**config.mk**
```make
export PLATFORM = sky130hd
export DESIGN_NAME = lru_page_replacement_top
export DESIGN_NICKNAME = d
export VERILOG_FILES = /design/src/sv/lru_pkg.sv /design/src/sv/lru_page_replacement_top.sv /design/src/sv/lru_ctrl.sv /design/src/sv/lru_datapath.sv
export SDC_FILE = /design/constraint.sdc
export NUM_CORES = 1
export LEC_CHECK = 0
export BUFFER_PORTS_ARGS = -buffer_cell sky130_fd_sc_hd__buf_2
export CAP_MARGIN = 5
export CELL_PAD_IN_SITES_DETAIL_PLACEMENT = 0
export CELL_PAD_IN_SITES_GLOBAL_PLACEMENT = 1
export CORE_ASPECT_RATIO = 0.9
export CORE_MARGIN = 2
export CORE_UTILIZATION = 49
export CTS_BUF_LIST = sky130_fd_sc_hd__clkbuf_2
export CTS_CLUSTER_SIZE = 28
export DETAILED_ROUTE_END_ITERATION = 6
export PLACE_DENSITY_LB_ADDON = 0.1
export SLEW_MARGIN = 0
export SYNTH_ARGS = -nofsm -noshare
export SYNTH_HDL_FRONTEND = slang
export SYNTH_SLANG_ARGS = --single-unit
export TNS_END_PERCENT = 30
```
**constraint.sdc**
```tcl
create_clock -name clk -period 5.55 [get_ports clk]
set_input_delay 1.11 -clock clk [delete_from_list [all_inputs] [get_ports clk]]
set_output_delay 1.11 -clock clk [all_outputs]
set_load 0.01 [all_outputs]
```
**src/sv/lru_pkg.sv**
```systemverilog
// Shared types and constants for the LRU page replacement block.
// Used by lru_ctrl, lru_datapath and lru_page_replacement_top; no dependencies.
package lru_pkg;

  localparam int NUM_FRAMES_DEF = 4;
  localparam int PAGE_W         = 16;
  localparam int FRAME_IDX_W    = 4;
  localparam int COUNT_W        = 16;
  localparam int OUT_DATA_W     = 40;

  typedef struct packed {
    logic capture;
    logic exec;
  } lru_cmd_t;

endpackage

```
**src/sv/lru_page_replacement_top.sv**
```systemverilog
// LRU page replacement block, top level.
// Instantiates lru_ctrl and lru_datapath; depends on lru_pkg.
//
// Input stream: one page reference per transaction; s_tdata carries the page
// number, s_tlast marks the last reference of a sequence. Output stream: one
// result per reference, in order; m_tlast echoes s_tlast and marks the final
// fault total. After a result with m_tlast set, all frames, ranks and the
// fault count return to empty, so the next reference starts a new sequence.
//
// Sequencing: a reference is first accepted into the input register, then
// evaluated in the execute step (parallel compare of all frames, rank
// update), which updates the frame table and loads the output register with
// its result. No new reference is accepted while one waits in the execute
// step, so references are taken into the block one at a time.
// The next reference may be accepted while a result still waits in the
// output register; if the receiver holds m_tready low, execution of that
// next reference waits until the output register is free, and s_tready
// stays low meanwhile. Reset (rst, synchronous) empties all frames, clears
// ranks and the fault count, and drops m_tvalid.
module lru_page_replacement_top
  import lru_pkg::*;
#(
  parameter int NUM_FRAMES = NUM_FRAMES_DEF
) (
  input  logic                  clk,
  input  logic                  rst,
  input  logic                  s_tvalid,
  output logic                  s_tready,
  input  logic [PAGE_W-1:0]     s_tdata,  // [15:0] page_number
  input  logic                  s_tlast,  // end_of_sequence
  output logic                  m_tvalid,
  input  logic                  m_tready,
  // [0] hit, [4:1] frame_index, [5] evicted_valid, [21:6] evicted_page,
  // [37:22] fault_total, [39:38] zero
  output logic [OUT_DATA_W-1:0] m_tdata,
  output logic                  m_tlast   // sequence_done
);

  lru_cmd_t cmd;

  lru_ctrl u_ctrl (
    .clk      (clk),
    .rst      (rst),
    .s_tvalid (s_tvalid),
    .s_tready (s_tready),
    .m_tvalid (m_tvalid),
    .m_tready (m_tready),
    .cmd      (cmd)
  );

  lru_datapath #(
    .NUM_FRAMES (NUM_FRAMES)
  ) u_datapath (
    .clk      (clk),
    .rst      (rst),
    .cmd      (cmd),
    .in_page  (s_tdata),
    .in_last  (s_tlast),
    .out_data (m_tdata),
    .out_last (m_tlast)
  );

endmodule

```
**src/sv/lru_ctrl.sv**
```systemverilog
// Controller for the LRU page replacement block: input/execute sequencing
// and output valid tracking. Depends on lru_pkg.
module lru_ctrl
  import lru_pkg::*;
(
  input  logic     clk,
  input  logic     rst,
  input  logic     s_tvalid,
  output logic     s_tready,
  output logic     m_tvalid,
  input  logic     m_tready,
  output lru_cmd_t cmd
);

  localparam logic S_IDLE = 1'b0;
  localparam logic S_EXEC = 1'b1;

  logic state;
  logic state_next;
  logic out_valid;
  logic out_valid_next;

  assign s_tready    = (state == S_IDLE);
  assign cmd.capture = (state == S_IDLE) && s_tvalid;
  assign cmd.exec    = (state == S_EXEC) && (!out_valid || m_tready);
  assign m_tvalid    = out_valid;

  always_comb begin
    state_next = state;
    case (state)
      S_IDLE: begin
        if (cmd.capture) state_next = S_EXEC;
      end
      S_EXEC: begin
        if (cmd.exec) state_next = S_IDLE;
      end
      default: state_next = S_IDLE;
    endcase
  end

  always_comb begin
    out_valid_next = out_valid;
    if (cmd.exec) begin
      out_valid_next = 1'b1;
    end else if (m_tready) begin
      out_valid_next = 1'b0;
    end
  end

  always_ff @(posedge clk) begin
    if (rst) begin
      state     <= S_IDLE;
      out_valid <= 1'b0;
    end else begin
      state     <= state_next;
      out_valid <= out_valid_next;
    end
  end

  a_capture_exec: assert property (@(posedge clk) disable iff (rst)
    cmd.capture |=> (state == S_EXEC))
    else $error("capture not followed by execute state");

  a_exec_valid: assert property (@(posedge clk) disable iff (rst)
    cmd.exec |=> m_tvalid)
    else $error("result not presented after execute");

  a_exec_free: assert property (@(posedge clk) disable iff (rst)
    (state == S_EXEC) && m_tvalid && !m_tready |=> (state == S_EXEC))
    else $error("execute left while output register occupied");

endmodule

```
**src/sv/lru_datapath.sv**
```systemverilog
// Datapath for the LRU page replacement block: frame table, recency ranks,
// fault counter, hit/victim selection and output register. Depends on lru_pkg.
module lru_datapath
  import lru_pkg::*;
#(
  parameter int NUM_FRAMES = NUM_FRAMES_DEF
) (
  input  logic                  clk,
  input  logic                  rst,
  input  lru_cmd_t              cmd,
  input  logic [PAGE_W-1:0]     in_page,
  input  logic                  in_last,
  output logic [OUT_DATA_W-1:0] out_data,
  output logic                  out_last
);

  localparam int FW = (NUM_FRAMES > 1) ? $clog2(NUM_FRAMES) : 1;
  localparam int RW = FW;
  localparam logic [RW-1:0] RANK_OLDEST = RW'(NUM_FRAMES - 1);
  localparam logic [COUNT_W-1:0] COUNT_MAX = '1;

  logic [PAGE_W-1:0]  page_q;
  logic               last_q;
  logic [PAGE_W-1:0]  resident_page [NUM_FRAMES];
  logic [NUM_FRAMES-1:0] frame_valid;
  logic [RW-1:0]      recency_rank [NUM_FRAMES];
  logic [COUNT_W-1:0] fault_counter;

  logic [NUM_FRAMES-1:0] match;
  logic                  hit_c;
  logic                  empty_c;
  logic [FW-1:0]         hit_idx;
  logic [FW-1:0]         empty_idx;
  logic [FW-1:0]         victim_idx;
  logic [FW-1:0]         sel;
  logic [RW-1:0]         sel_rank;
  logic                  evict_c;
  logic [COUNT_W-1:0]    count_next;

  always_comb begin
    hit_idx    = '0;
    empty_idx  = '0;
    victim_idx = '0;
    for (int i = NUM_FRAMES - 1; i >= 0; i--) begin
      match[i] = frame_valid[i] && (resident_page[i] == page_q);
      if (match[i]) hit_idx = FW'(i);
      if (!frame_valid[i]) empty_idx = FW'(i);
      if (recency_rank[i] == RANK_OLDEST) victim_idx = FW'(i);
    end
  end

  assign hit_c   = |match;
  assign empty_c = ~&frame_valid;
  assign evict_c = !hit_c && !empty_c;
  assign sel     = hit_c ? hit_idx : (empty_c ? empty_idx : victim_idx);
  assign sel_rank = recency_rank[sel];
  assign count_next = (hit_c || fault_counter == COUNT_MAX) ? fault_counter
                                                           : fault_counter + 1'b1;

  always_ff @(posedge clk) begin
    if (cmd.capture) begin
      page_q <= in_page;
      last_q <= in_last;
    end
    if (cmd.exec) begin
      out_data <= {2'b00, count_next,
                   evict_c ? resident_page[sel] : {PAGE_W{1'b0}},
                   evict_c, FRAME_IDX_W'(sel), hit_c};
      out_last <= last_q;
      if (!hit_c) resident_page[sel] <= page_q;
    end
  end

  always_ff @(posedge clk) begin
    if (rst) begin
      frame_valid   <= '0;
      fault_counter <= '0;
      for (int i = 0; i < NUM_FRAMES; i++) recency_rank[i] <= '0;
    end else if (cmd.exec) begin
      if (last_q) begin
        frame_valid   <= '0;
        fault_counter <= '0;
        for (int i = 0; i < NUM_FRAMES; i++) recency_rank[i] <= '0;
      end else begin
        frame_valid[sel] <= 1'b1;
        fault_counter    <= count_next;
        for (int i = 0; i < NUM_FRAMES; i++) begin
          if (FW'(i) == sel) begin
            recency_rank[i] <= '0;
          end else if (frame_valid[i] &&
                       ((!hit_c && empty_c) || recency_rank[i] < sel_rank)) begin
            recency_rank[i] <= recency_rank[i] + 1'b1;
          end
        end
      end
    end
  end

  a_single_match: assert property (@(posedge clk) disable iff (rst)
    $onehot0(match))
    else $error("page resident in more than one frame");

  a_valid_grows: assert property (@(posedge clk) disable iff (rst)
    cmd.exec && !last_q |=>
      ($countones(frame_valid) >= $past($countones(frame_valid))))
    else $error("frame lost its valid bit mid-sequence");

  a_fault_counts: assert property (@(posedge clk) disable iff (rst)
    cmd.exec && !last_q && !hit_c |=> (fault_counter != '0))
    else $error("fault not counted");

  a_clear_on_last: assert property (@(posedge clk) disable iff (rst)
    cmd.exec && last_q |=> (frame_valid == '0) && (fault_counter == '0))
    else $error("state not cleared after end of sequence");

endmodule

```
==> flow_metrics.py <==
metrics = {
    "sta": {
        "setup_viol": 0,
        "fin_ws_ns": 1.64,
        "whs_ns": 0.510,
        "worstMarginPinSlew_ns": 0.828,
        "finClkSkew_ns": 0.0340,
        "drv_slew": 0,
        "fin_crit_ns": 3.91,
        "finalHoldViolCount": 0,
        "finalCritPeriodShare_pct": 70.5,
        "slew_headroom_pct": 44.4,
        "fin_tns_setup_ns": 0,
        "max_freq_mhz": 256,
        "rsz0062_at_grt": "false",
    },
    "detailed_routing": {
        "via_count": 5236,
        "drt_iter0_drc": 529,
        "avgRoutedWirePerCell_um": 20.2,
        "viasPerCell": 5.69,
        "antenna_left": 0,
        "firstDrtPassIters": 5,
        "drc": 0,
        "wl_um": 18600,
    },
    "critical_path": {
        "startpoint": "u_datapath.page_q[2]$_DFFE_PP_",
        "critPathArrivalTime_ns": 4.35,
        "required_ns": 5.99,
        "worstSetupStartpointType": "flip-flop",
        "r2r-start": "u_datapath.page_q[2]$_DFFE_PP_",
        "criticalPathCategory": "reg -> reg",
        "cp_max_fo": 10,
        "end_kind": "flip-flop",
    },
    "logic_synthesis": {
        "synth_compound_area_share_pct": 7.53,
        "ys.flop_type": "edfxtp_1",
        "synth-edff-count": 124,
        "muxShareOfSynthArea_pct": 1.94,
        "postSynthCellCount": 648,
        "ys_seq_area_share_pct": 58.2,
        "netlist-cell-type-count": 63,
        "synth_warnings": 0,
        "async_flop_share_pct": 0,
        "avgSynthCellArea_sq_um": 11.2,
        "synth_top_family_by_area": "simple AND/OR/NAND/NOR gates",
        "synth_xor_area_share_pct": 9.45,
        "ys_ff_latch": 148,
        "synthAdderAreaFrac_pct": 1.00,
        "synth-simple-area-share_pct": 19.0,
        "synthesis.area_sq_mm": 0.00723,
    },
    "global_route": {
        "antenna_found_initial": 1,
        "grt-busiest-layer": "met1",
        "overflow": 0,
        "grt_max_degree": 50,
        "grtUsageMet2_pct": 34.3,
        "grt_usage_pct": 24.3,
        "met3_usage_pct": 4.94,
        "grt_use_met1_pct": 37.9,
        "grt_pass1_wl_um": 28400,
        "grt_pass1_vias": 4783,
    },
    "place": {
        "place_congestion": 0.910,
        "placed_cell_area_sq_mm": 0.00773,
        "io_buffers": 59,
        "hpwl_um": 12800,
        "place_ws_ns": 1.73,
    },
    "flow_run": {
        "maxCapViolCount": 0,
    },
    "power": {
        "leakage_nw": 2.96,
        "p_seq_share_pct": 56.5,
        "p_clk_share_pct": 34.4,
        "internal_power_w": 0.00171,
        "p_sw_w": 0.000570,
        "pwr-share-comb_pct": 9.0,
        "switching_share_pct": 25.0,
        "ir_drop_uv": 137,
        "powerDensity_mw_per_mm2": 283,
    },
    "cts": {
        "cts_buffers": 17,
        "clkTransAtPathRegs_ns": 0.21,
        "holdBufCountCts": 0,
        "insertion_delay_ns": 0.74,
        "ctsLongestPathBuffers": 2,
        "cts_htree_levels": 4,
        "cts_tree": "built",
        "cts.sinks": 148,
        "cts_root_buf": "clkbuf_2",
        "post-cts-setup-buffers": 0,
        "ctsResizeCount": 0,
    },
    "final_layout": {
        "finalNetCount": 736,
        "final_cell_mix": "124 x edfxtp_1, 85 x nand2_1, 60 x xnor2_1, 59 x buf_2, 54 x nand3_1",
        "design_area_sq_mm": 0.00806,
        "synthToLayoutAreaGrowth_pct": 11.5,
        "fillers": 1268,
        "drive_gt1_share_pct": 16.9,
        "layout_commonest_cell": "edfxtp_1",
    },
    "hold_path": {
        "min_from": "u_ctrl.state$_SDFF_PP0_",
        "hp-class": "reg -> reg",
    },
    "outcome": {
        "status": "completed",
    },
    "die": {
        "fp.dieArea_sq_mm": 0.0157,
        "core_sq_mm": 0.0146,
        "ioPinCount": 64,
        "fp.dieH_um": 119,
        "rows": 42,
        "initial_core_util_pct": 49.6,
        "fp.dieW_um": 132,
    },
}
-- sequential cells by signal, summed over array words and instances, names as in the netlist, 4 cells and up --
| register | flops |
|---|---|
| u_datapath.out_data | 36 |
| u_datapath.recency_rank | 8 |
| u_datapath.resident_page | 64 |
| u_datapath.frame_valid | 4 |
| u_datapath.page_q | 16 |
| u_datapath.fault_counter | 16 |
-- synth_stat cells, drive strengths merged (6+ instances only) --
| master | number | area share [%] |
|---|---|---|
| edfxtp | 124 | 52 |
| nand2 | 85 | 4.4 |
| xnor2 | 60 | 7.3 |
| nand3 | 54 | 3.7 |
| nor2 | 36 | 2.0 |
| and3 | 24 | 2.1 |
| dfxtp | 24 | 6.6 |
| nand4 | 22 | 1.9 |
| a21oi | 21 | 1.5 |
| clkbuf | 18 | 0.93 |
| xor2 | 18 | 2.2 |
| inv | 15 | 0.78 |
| nor3 | 14 | 1.0 |
| o21ai | 14 | 1.0 |
| buf | 13 | 1.1 |
| a31oi | 9 | 0.78 |
| mux2i | 8 | 1.1 |
| or3 | 7 | 0.61 |
| a21o | 6 | 0.62 |
| or4 | 6 | 0.68 |
-- worst max-delay path: stages, from the launching register on --
cell	delay [ns]
edfxtp_1	0.57
xor2_1	0.24
or4_1	0.58
nor4_1	0.49
and3_1	0.37
o21bai_2	0.29
mux2i_1	0.14
a211o_1	0.31
maj3_1	0.38
a31oi_1	0.25
-- power by group through the flow --
stage	sequential [W]	clock, W	combinational (W)
floorplan	0.00131	0	0.000124
global placement	0.00131	0	0.000205
detailed placement	0.00131	0	0.000205
CTS	0.00129	0.000799	0.000206
global route	0.00129	0.000842	0.000225
finish	0.00129	0.000785	0.000206
-- metal layers --
layer  wire, um  share of wire [%]
met1       9400                 51
met5          0                  0
met2       7930                 43
met4        216                1.2
met3       1040                5.6
-- final cells by class --
type                            count  area (sq um)  share of cell area (%)
Sequential cell                   148          4200                    52.2
Multi-Input combinational cell    456          2840                    35.2
Timing Repair Buffer               71           385                    4.78
Tap cell                          198           248                    3.08
Clock inverter                     13           230                    2.86
Clock buffer                       18          90.1                    1.12
Inverter                           16          60.1                   0.746
Antenna cell                        1          2.50                  0.0311
-- per-stage QoR --
stage               util [%]  power [W]  std cells
floorplan                  -    0.00143        651
global placement        53.1    0.00152        889
detailed placement      53.1    0.00152        889
CTS                     55.3    0.00229        920
global route            55.3    0.00236        921
finish                  55.3    0.00228        921
-- cells by family (layout without fill, tap and decap cells) --
logic type	after synthesis	after routing
muxes	13	13
and+or+nand+nor	275	275
buffers and inverters	47	118
other	1	5
AOI/OAI and AO/OA	80	80
DFF	148	148
xor gates and xnor gates	78	78
adders and majority gates	6	6
-- final timing paths --
check / endpoint / slack [ns] / cells past startpoint
min reg2reg: u_ctrl.m_tvalid$_SDFFE_PP0P_ / 0.51 / 2
max reg2reg: u_datapath.recency_rank[3][1]$_SDFFCE_PN0P_ / 1.64 / 9
min: u_ctrl.m_tvalid$_SDFFE_PP0P_ / 0.51 / 2
max: u_datapath.recency_rank[3][1]$_SDFFCE_PN0P_ / 1.64 / 9
No activity file was read; power rests on OpenSTA's default activity.
